==> src/hdl/scfkm_pkg.sv <==
`default_nettype none

package scfkm_pkg;

  // request kinds carried in the mode field
  localparam logic [1:0] MODE_SCAN = 2'd0;
  localparam logic [1:0] MODE_POP  = 2'd1;
  localparam logic [1:0] MODE_TEST = 2'd2;

  // configuration register indexes
  localparam logic [1:0] CFG_LEFT_SHIFT  = 2'd0;
  localparam logic [1:0] CFG_RIGHT_SHIFT = 2'd1;
  localparam logic [1:0] CFG_LEFT_ALT    = 2'd2;
  localparam logic [1:0] CFG_LEFT_CTRL   = 2'd3;

  localparam logic [7:0] LEFT_SHIFT_RST  = 8'd42;
  localparam logic [7:0] RIGHT_SHIFT_RST = 8'd54;
  localparam logic [7:0] LEFT_ALT_RST    = 8'd56;
  localparam logic [7:0] LEFT_CTRL_RST   = 8'd29;

  localparam logic [7:0] PREFIX_CODE = 8'hE0;

  localparam int unsigned KEY_COUNT = 128;
  localparam int unsigned KEY_W     = 7;
  localparam int unsigned FILL_W    = 5;

  // depth of the queue between front and back
  localparam int unsigned QUEUE_DEPTH = 2;
  localparam int unsigned QPTR_W      = 1;
  localparam int unsigned QCNT_W      = 2;

  typedef struct packed {
    logic [1:0]       mode;
    logic [7:0]       code;
    logic [KEY_W-1:0] key;
    logic             filtered;
  } cmd_t;

endpackage

`default_nettype wire

==> src/hdl/scfkm_ram.sv <==
`default_nettype none

module scfkm_ram #(
  parameter int unsigned WIDTH = 8,
  parameter int unsigned DEPTH = 16,
  localparam int unsigned AW = (DEPTH > 1) ? $clog2(DEPTH) : 1
) (
  input  wire logic             clk_i,
  input  wire logic             we_i,
  input  wire logic [AW-1:0]    waddr_i,
  input  wire logic [WIDTH-1:0] wdata_i,
  input  wire logic [AW-1:0]    raddr_i,
  output logic      [WIDTH-1:0] rdata_o
);

  logic [WIDTH-1:0] mem_q [DEPTH];
  logic [WIDTH-1:0] rdata_q;

  always_ff @(posedge clk_i) begin
    if (we_i) begin
      mem_q[waddr_i] <= wdata_i;
    end
    rdata_q <= mem_q[raddr_i];
  end

  assign rdata_o = rdata_q;

endmodule

`default_nettype wire

==> src/hdl/scfkm_front.sv <==
`default_nettype none

module scfkm_front (
  input  wire logic                 clk_i,
  input  wire logic                 rst_ni,
  input  wire logic                 cfg_we_i,
  input  wire logic [1:0]           cfg_index_i,
  input  wire logic [7:0]           cfg_wdata_i,
  input  wire logic [1:0]           mode_i,
  input  wire logic [7:0]           scan_code_i,
  input  wire logic [6:0]           test_key_i,
  output scfkm_pkg::cmd_t           cmd_o
);

  import scfkm_pkg::*;

  logic [7:0] lshift_q, rshift_q, lalt_q, lctrl_q;

  always_ff @(posedge clk_i or negedge rst_ni) begin
    if (!rst_ni) begin
      lshift_q <= LEFT_SHIFT_RST;
      rshift_q <= RIGHT_SHIFT_RST;
      lalt_q   <= LEFT_ALT_RST;
      lctrl_q  <= LEFT_CTRL_RST;
    end else if (cfg_we_i) begin
      case (cfg_index_i)
        CFG_LEFT_SHIFT:  lshift_q <= cfg_wdata_i;
        CFG_RIGHT_SHIFT: rshift_q <= cfg_wdata_i;
        CFG_LEFT_ALT:    lalt_q   <= cfg_wdata_i;
        CFG_LEFT_CTRL:   lctrl_q  <= cfg_wdata_i;
        default: ;
      endcase
    end
  end

  // modifier make codes and the extended prefix never enter the fifo
  always_comb begin
    cmd_o.mode     = mode_i;
    cmd_o.code     = scan_code_i;
    cmd_o.key      = test_key_i;
    cmd_o.filtered = (scan_code_i == lshift_q) || (scan_code_i == rshift_q) ||
                     (scan_code_i == lalt_q) || (scan_code_i == lctrl_q) ||
                     (scan_code_i == PREFIX_CODE);
  end

endmodule

`default_nettype wire

==> src/hdl/scfkm_queue.sv <==
`default_nettype none

module scfkm_queue (
  input  wire logic            clk_i,
  input  wire logic            rst_ni,
  input  wire logic            push_i,
  input  scfkm_pkg::cmd_t      push_cmd_i,
  output logic                 full_o,
  input  wire logic            pop_i,
  output scfkm_pkg::cmd_t      pop_cmd_o,
  output logic                 empty_o
);

  import scfkm_pkg::*;

  cmd_t              slot_q [QUEUE_DEPTH];
  logic [QPTR_W-1:0] wr_q, wr_d, rd_q, rd_d;
  logic [QCNT_W-1:0] cnt_q, cnt_d;

  assign full_o    = (cnt_q == QCNT_W'(QUEUE_DEPTH));
  assign empty_o   = (cnt_q == '0);
  assign pop_cmd_o = slot_q[rd_q];

  always_comb begin
    wr_d  = wr_q;
    rd_d  = rd_q;
    cnt_d = cnt_q;
    if (push_i) begin
      wr_d = (wr_q == QPTR_W'(QUEUE_DEPTH - 1)) ? '0 : wr_q + 1'b1;
    end
    if (pop_i) begin
      rd_d = (rd_q == QPTR_W'(QUEUE_DEPTH - 1)) ? '0 : rd_q + 1'b1;
    end
    if (push_i && !pop_i) begin
      cnt_d = cnt_q + 1'b1;
    end else if (pop_i && !push_i) begin
      cnt_d = cnt_q - 1'b1;
    end
  end

  always_ff @(posedge clk_i or negedge rst_ni) begin
    if (!rst_ni) begin
      wr_q  <= '0;
      rd_q  <= '0;
      cnt_q <= '0;
    end else begin
      wr_q  <= wr_d;
      rd_q  <= rd_d;
      cnt_q <= cnt_d;
    end
  end

  always_ff @(posedge clk_i) begin
    if (push_i) begin
      slot_q[wr_q] <= push_cmd_i;
    end
  end

endmodule

`default_nettype wire

==> src/hdl/scfkm_back.sv <==
`default_nettype none

module scfkm_back #(
  parameter int unsigned FIFO_DEPTH = 16,
  localparam int unsigned PTR_W = (FIFO_DEPTH > 1) ? $clog2(FIFO_DEPTH) : 1,
  localparam int unsigned CNT_W = $clog2(FIFO_DEPTH + 1)
) (
  input  wire logic            clk_i,
  input  wire logic            rst_ni,
  input  wire logic            q_empty_i,
  input  scfkm_pkg::cmd_t      q_cmd_i,
  output logic                 q_pop_o,
  output logic                 out_valid_o,
  input  wire logic            out_ready_i,
  output logic [7:0]           popped_code_o,
  output logic                 key_down_o,
  output logic                 code_queued_o,
  output logic                 overflow_o,
  output logic [4:0]           fill_level_o
);

  import scfkm_pkg::*;

  logic                 issue;
  logic [PTR_W-1:0]     rp_q, rp_d, wp_q, wp_d;
  logic [CNT_W-1:0]     cnt_q, cnt_d;
  logic [KEY_COUNT-1:0] map_vld_q, map_vld_d;

  logic                 code_we;
  logic [7:0]           code_rdata;
  logic                 map_we;
  logic                 map_rdata;

  // per-request flags held while the ram read completes
  logic                 pend_q;
  logic                 hit_q, hit_d;
  logic                 test_q, test_d;
  logic                 kvld_q;
  logic                 queued_q, queued_d;
  logic                 ovf_q, ovf_d;
  logic [CNT_W+FILL_W-1:0] fill_ext;
  logic [FILL_W-1:0]    fill_q;

  logic                 out_valid_q;
  logic [7:0]           popped_q;
  logic                 down_q;
  logic                 oq_q;
  logic                 oovf_q;
  logic [FILL_W-1:0]    ofill_q;

  assign issue   = !q_empty_i && !pend_q && (!out_valid_q || out_ready_i);
  assign q_pop_o = issue;

  always_comb begin
    rp_d      = rp_q;
    wp_d      = wp_q;
    cnt_d     = cnt_q;
    map_vld_d = map_vld_q;
    code_we   = 1'b0;
    map_we    = 1'b0;
    hit_d     = 1'b0;
    test_d    = 1'b0;
    queued_d  = 1'b0;
    ovf_d     = 1'b0;
    if (issue) begin
      case (q_cmd_i.mode)
        MODE_SCAN: begin
          map_we = 1'b1;
          map_vld_d[q_cmd_i.code[KEY_W-1:0]] = 1'b1;
          if (!q_cmd_i.filtered) begin
            if (cnt_q == CNT_W'(FIFO_DEPTH)) begin
              ovf_d = 1'b1;
            end else begin
              code_we  = 1'b1;
              queued_d = 1'b1;
              cnt_d    = cnt_q + 1'b1;
              wp_d     = (wp_q == PTR_W'(FIFO_DEPTH - 1)) ? '0 : wp_q + 1'b1;
            end
          end
        end
        MODE_POP: begin
          if (cnt_q != '0) begin
            hit_d = 1'b1;
            cnt_d = cnt_q - 1'b1;
            rp_d  = (rp_q == PTR_W'(FIFO_DEPTH - 1)) ? '0 : rp_q + 1'b1;
          end
        end
        MODE_TEST: test_d = 1'b1;
        default: ;
      endcase
    end
  end

  assign fill_ext = {{FILL_W{1'b0}}, cnt_d};

  scfkm_ram #(
    .WIDTH(8),
    .DEPTH(FIFO_DEPTH)
  ) u_code_ram (
    .clk_i   (clk_i),
    .we_i    (code_we),
    .waddr_i (wp_q),
    .wdata_i (q_cmd_i.code),
    .raddr_i (rp_q),
    .rdata_o (code_rdata)
  );

  // map bits live in ram, a cleared valid bit reads as key up
  scfkm_ram #(
    .WIDTH(1),
    .DEPTH(KEY_COUNT)
  ) u_map_ram (
    .clk_i   (clk_i),
    .we_i    (map_we),
    .waddr_i (q_cmd_i.code[KEY_W-1:0]),
    .wdata_i (!q_cmd_i.code[7]),
    .raddr_i (q_cmd_i.key),
    .rdata_o (map_rdata)
  );

  always_ff @(posedge clk_i or negedge rst_ni) begin
    if (!rst_ni) begin
      rp_q        <= '0;
      wp_q        <= '0;
      cnt_q       <= '0;
      map_vld_q   <= '0;
      pend_q      <= 1'b0;
      out_valid_q <= 1'b0;
    end else begin
      rp_q      <= rp_d;
      wp_q      <= wp_d;
      cnt_q     <= cnt_d;
      map_vld_q <= map_vld_d;
      pend_q    <= issue;
      if (pend_q) begin
        out_valid_q <= 1'b1;
      end else if (out_ready_i) begin
        out_valid_q <= 1'b0;
      end
    end
  end

  always_ff @(posedge clk_i) begin
    if (issue) begin
      hit_q    <= hit_d;
      test_q   <= test_d;
      kvld_q   <= map_vld_q[q_cmd_i.key];
      queued_q <= queued_d;
      ovf_q    <= ovf_d;
      fill_q   <= fill_ext[FILL_W-1:0];
    end
    if (pend_q) begin
      popped_q <= hit_q ? code_rdata : 8'h00;
      down_q   <= test_q && kvld_q && map_rdata;
      oq_q     <= queued_q;
      oovf_q   <= ovf_q;
      ofill_q  <= fill_q;
    end
  end

  assign out_valid_o   = out_valid_q;
  assign popped_code_o = popped_q;
  assign key_down_o    = down_q;
  assign code_queued_o = oq_q;
  assign overflow_o    = oovf_q;
  assign fill_level_o  = ofill_q;

endmodule

`default_nettype wire

==> src/hdl/scan_code_fifo_with_key_map_unit.sv <==
`default_nettype none

// channel   handshake                fields
// config    cfg_we_i                 cfg_index_i, cfg_wdata_i
// request   in_valid_i / in_ready_o  mode_i, scan_code_i, test_key_i
// result    out_valid_o / out_ready_i popped_code_o, key_down_o, code_queued_o,
//                                    overflow_o, fill_level_o
//
// a request sits in a two-entry queue, then goes through the back end in order:
// first the pointers are updated and the ram reads issued, then the registered read
// data is taken into the result; no new request issues while one is still pending.
// reset clears all pointers and the key map valid bits at once, no sweep.
// a stalled result holds the back end; the queue keeps taking up to two requests.

module scan_code_fifo_with_key_map_unit #(
  parameter int unsigned FIFO_DEPTH = 16
) (
  input  wire logic       clk_i,
  input  wire logic       rst_ni,
  input  wire logic       cfg_we_i,
  input  wire logic [1:0] cfg_index_i,
  input  wire logic [7:0] cfg_wdata_i,
  input  wire logic       in_valid_i,
  output logic            in_ready_o,
  input  wire logic [1:0] mode_i,
  input  wire logic [7:0] scan_code_i,
  input  wire logic [6:0] test_key_i,
  output logic            out_valid_o,
  input  wire logic       out_ready_i,
  output logic [7:0]      popped_code_o,
  output logic            key_down_o,
  output logic            code_queued_o,
  output logic            overflow_o,
  output logic [4:0]      fill_level_o
);

  import scfkm_pkg::*;

  cmd_t front_cmd;
  cmd_t back_cmd;
  logic q_full, q_empty, q_pop;

  assign in_ready_o = !q_full;

  scfkm_front u_front (
    .clk_i       (clk_i),
    .rst_ni      (rst_ni),
    .cfg_we_i    (cfg_we_i),
    .cfg_index_i (cfg_index_i),
    .cfg_wdata_i (cfg_wdata_i),
    .mode_i      (mode_i),
    .scan_code_i (scan_code_i),
    .test_key_i  (test_key_i),
    .cmd_o       (front_cmd)
  );

  scfkm_queue u_queue (
    .clk_i      (clk_i),
    .rst_ni     (rst_ni),
    .push_i     (in_valid_i && !q_full),
    .push_cmd_i (front_cmd),
    .full_o     (q_full),
    .pop_i      (q_pop),
    .pop_cmd_o  (back_cmd),
    .empty_o    (q_empty)
  );

  scfkm_back #(
    .FIFO_DEPTH(FIFO_DEPTH)
  ) u_back (
    .clk_i         (clk_i),
    .rst_ni        (rst_ni),
    .q_empty_i     (q_empty),
    .q_cmd_i       (back_cmd),
    .q_pop_o       (q_pop),
    .out_valid_o   (out_valid_o),
    .out_ready_i   (out_ready_i),
    .popped_code_o (popped_code_o),
    .key_down_o    (key_down_o),
    .code_queued_o (code_queued_o),
    .overflow_o    (overflow_o),
    .fill_level_o  (fill_level_o)
  );

endmodule

`default_nettype wire
==> config.mk <==
export PLATFORM = sky130hd
export DESIGN_NAME = scan_code_fifo_with_key_map_unit
export DESIGN_NICKNAME = d
export VERILOG_FILES = /design/src/hdl/scfkm_pkg.sv /design/src/hdl/scfkm_ram.sv /design/src/hdl/scfkm_front.sv /design/src/hdl/scfkm_queue.sv /design/src/hdl/scfkm_back.sv /design/src/hdl/scan_code_fifo_with_key_map_unit.sv
export SDC_FILE = /design/constraint.sdc
export NUM_CORES = 1
export LEC_CHECK = 0
export ABC_CLOCK_PERIOD_IN_PS = 3800
export BUFFER_PORTS_ARGS = -buffer_cell sky130_fd_sc_hd__buf_2
export CAP_MARGIN = 20
export CORE_MARGIN = 2
export CORE_UTILIZATION = 34
export CTS_CLUSTER_SIZE = 10
export DETAILED_ROUTE_END_ITERATION = 10
export HOLD_SLACK_MARGIN = 0.08
export PLACE_DENSITY = 0.55
export SYNTH_ARGS = -nofsm -noshare
export SYNTH_HDL_FRONTEND = slang
export SYNTH_HIERARCHICAL = 1
export SYNTH_SLANG_ARGS = --single-unit
==> constraint.sdc <==
create_clock -name clk_i -period 3.8 [get_ports clk_i]
set_input_delay 0.38 -clock clk_i [delete_from_list [all_inputs] [get_ports clk_i]]
set_output_delay 0.38 -clock clk_i [all_outputs]
set_load 0.005 [all_outputs]
==> flow_summary.yaml <==
status:
  outcome: "complete, no violations"
synth:
  yosys.area_share.xor_xnor: 0.0163
  yosys.area_share.simple: 0.0873
  yosys.area_share.adder: 0.00291
  synth_ff_type: "edfxtp_1"
  synth-edff-count: 318
  synth_compound_area_frac: 0.0621
  ys_seq_elements: 506
  yosysWarnings: 6
  async_reset_ff_frac: 0.354
  syn-num-nets: 1403
  yosysUniqueCellTypes: 66
  synth.area.mux_share: 0.144
  syn_area_um2: 21500
  synth-seq-area-share: 0.662
  synth_top_family_by_area: "multiplexers"
  syn_area_per_cell_um2: 15.7
  syn_inst: 1366
global_routing:
  grt_pass1_wl_mm: 75.3
  track_usage: 0.149
  grt_max_degree: 92
  grt_pass1_vias: 12200
  grt_overflow: 0
  antenna_found_initial: 5
sta:
  setup_tns_ns: 0
  setup_viol: 0
  slew_violations: 0
  period_needed_ns: 3.05
  tightest_slew_ns: 1.03
  timing.fmax_ghz: 0.327
  rsz0062_at_grt: "false"
  max_slew_margin: 0.310
  skew_ns: 0.0233
  setup_slack_ns: 0.745
  hold_violations: 0
  min_period_over_period: 0.804
clock_tree:
  cts-resized-gates: 0
  cts_setup_buffers: 0
  cts_inserted_buffers: 57
  cts.path.max_buffers: 3
  cts_tree: "done"
  clk_latency_ns: 0.61
  clock-sinks: 506
  clk_pin_slew_worst_paths_ns: 0.05
  clockRootBuffer: "clkbuf_16"
  htreeDepth: 2
run:
  maxCapViolCount: 0
pwr:
  p_clk_frac: 0.281
  power_density_nw_per_um2: 724
  p_switching_mw: 5.60
  netSwitchingFraction: 0.315
  sequentialPowerShare: 0.436
  p_int_mw: 12.2
  peakVddDrop_v: 0.000340
  pwr-share-comb: 0.283
  leakagePower_nw: 9.34
layout:
  seq_area_um2: 14200
  area_delta_synth_final_pct: 14.1
  finalNetCount: 1484
  instances_no_fill: 2339
  finalInstanceArea_um2: 24500
  fillerInstances: 5817
  drive_gt1_frac: 0.216
  multiInputGateArea_um2: 6720
routing:
  vias: 11800
  antenna_left: 0
  drc: 0
  first_pass_iters: 5
  wl_mm: 48.6
  routedWlPerCell_um: 20.8
  vias_per_cell: 5.04
  drt_iter0_drc: 920
placement:
  dp_slack_ns: 0.710
  dp.cells: 2213
  port_buffers: 49
  gp_congestion: 0.753
  dp_hpwl_mm: 30.2
  place_area_um2: 22600
worst_setup_path:
  cp_max_fo: 8
  crit_chain: "mux2_2 -> or2_4 -> nor4_4 -> and2_1 -> or3b_2 -> nor2_1"
  slowest_stage: "nor2_1"
  r2r-start: "u_queue/rd_q"
  cp.depth: 6
  crit_buf_inv: 0
  max_stage_delay_ns: 0.56
  arrival_ns: 3.29
  required_ns: 4.03
  r2r-end: "u_back/u_code_ram/mem_q[1][5]"
  crit_path_end_kind: "register"
  crit_family: "simple AND/OR/NAND/NOR gates"
  cp-endpoint: "u_back/u_code_ram/mem_q[1][5]"
  r2r_cells: 6
  cp-start-kind: "register"
  crit_type: "reg2reg"
  critPathLaunch: "u_queue/rd_q"
  r2r_slack_ns: 0.75
floorplanning:
  die_h_um: 255
  coreArea_um2: 62700
  start_util: 0.343
  io_pins: 50
  fp.dieArea_um2: 65200
  row_count: 92
  die_width_um: 255
hold_path:
  worstHoldPathType: "in2reg"
==> routing by layer <==
layer  vias up  track usage  part of all wire
li1       5347            -                 -
met1      6094        0.208              0.46
met2       267        0.237              0.47
met3        75       0.0286             0.045
met4         4       0.0417             0.021
met5         -            0           0.00068
==> logic make-up after synthesis <==
family | after synthesis
buf+inv | 95
flops | 506
compound gates | 182
mux | 169
simple gates | 369
fa+ha+maj | 5
xor+xnor | 40
==> power by group through the flow <==
stage / clock network (mW) / logic (mW) / registers [mW]
global route: 5.35 / 5.47 / 7.85
floorplan: 0 / 3.63 / 7.66
detailed placement: 0 / 5.08 / 7.85
CTS: 5.12 / 5.11 / 7.75
finish: 4.98 / 5.03 / 7.75
global placement: 0 / 5.01 / 7.83
==> sequential cells by signal, indices dropped and copies added, names as in the netlist, 4 cells and up <==
register                   cells
u_back/fill_q                  5
u_back/rp_q                    4
u_back/popped_code_o           8
u_queue/slot_q                36
u_back/u_code_ram/mem_q      128
u_back/u_code_ram/rdata_o      8
u_back/cnt_q                   5
u_front/lshift_q               8
u_front/lctrl_q                8
u_back/u_map_ram/mem_q       128
u_front/lalt_q                 8
u_back/map_vld_q             128
u_front/rshift_q               8
u_back/fill_level_o            5
u_back/wp_q                    4
==> layout make-up <==
type	count	share of cell area
well taps	846	0.0432
inverters	8	0.00122
clock buffers	98	0.0666
multi-input cells	765	0.274
flip-flops and latches	506	0.580
diodes	4	0.000408
clock inverters	3	0.000867
repair buffers	109	0.0333
==> synth_stat cells, types with 14 or more instances <==
master | number | area (µm²)
xor2_1 | 36 | 315
nand2_1 | 47 | 176
dfstp_2 | 14 | 368
clkbuf_1 | 25 | 93.8
dfrtp_1 | 165 | 4130
nand3_1 | 22 | 110
a22oi_1 | 19 | 143
nor2_1 | 167 | 627
mux4_2 | 77 | 1730
edfxtp_1 | 318 | 9550
buf_2 | 21 | 105
mux2_2 | 45 | 507
mux4_1 | 21 | 552
nor4_1 | 17 | 106
buf_4 | 23 | 173
o21bai_1 | 64 | 480
a21o_1 | 65 | 488
nor2b_1 | 20 | 125
mux2i_1 | 17 | 170
==> repair_timing <==
item	in CTS	in global routing
setup endpoints to repair	0	0
endpoints found under the hold margin	139	0
hold buffers	21	0
==> metrics by stage <==
| step | power [mW] | hold slack, ns | util |
|---|---|---|---|
| 3_3_place_gp | 12.8 | 0.410 | 0.361 |
| 3_5_place_dp | 12.9 | 0.406 | 0.361 |
| 5_1_grt | 18.7 | 0.108 | 0.391 |
| 4_1_cts | 18.0 | 0.0929 | 0.391 |
| 2_1_floorplan | 11.3 | 0.0844 | - |
| 6_report | 17.8 | 0.128 | 0.391 |
==> worst min-delay path by stage <==
stage	start	endpoint	slack, ns	cells past startpoint
after floorplan	rst_ni	u_back/cnt_q[0]	0.08	0
after global placement	u_back/fill_q[2]	u_back/fill_level_o[2]	0.41	0
after detailed placement	u_back/ovf_q	u_back/overflow_o	0.41	0
after CTS	scan_code_i[6]	u_queue/slot_q[0][14]	0.09	1
after global routing	scan_code_i[6]	u_queue/slot_q[0][14]	0.11	1
final	scan_code_i[4]	u_queue/slot_q[0][12]	0.13	1
==> cells in the final DEF, fill, tap and decap left out, types with 45 or more instances in the layout <==
cell type / synthesis / layout
edfxtp_1: 318 / 318
nor2_1: 167 / 167
mux4_2: 77 / 77
mux2_2: 45 / 45
o21bai_1: 64 / 64
dfrtp_1: 165 / 163
a21o_1: 65 / 65
nand2_1: 47 / 47
buf_2: 21 / 48
clkbuf_16: 0 / 59
Note: power is estimated with default switching activity, not from simulation.
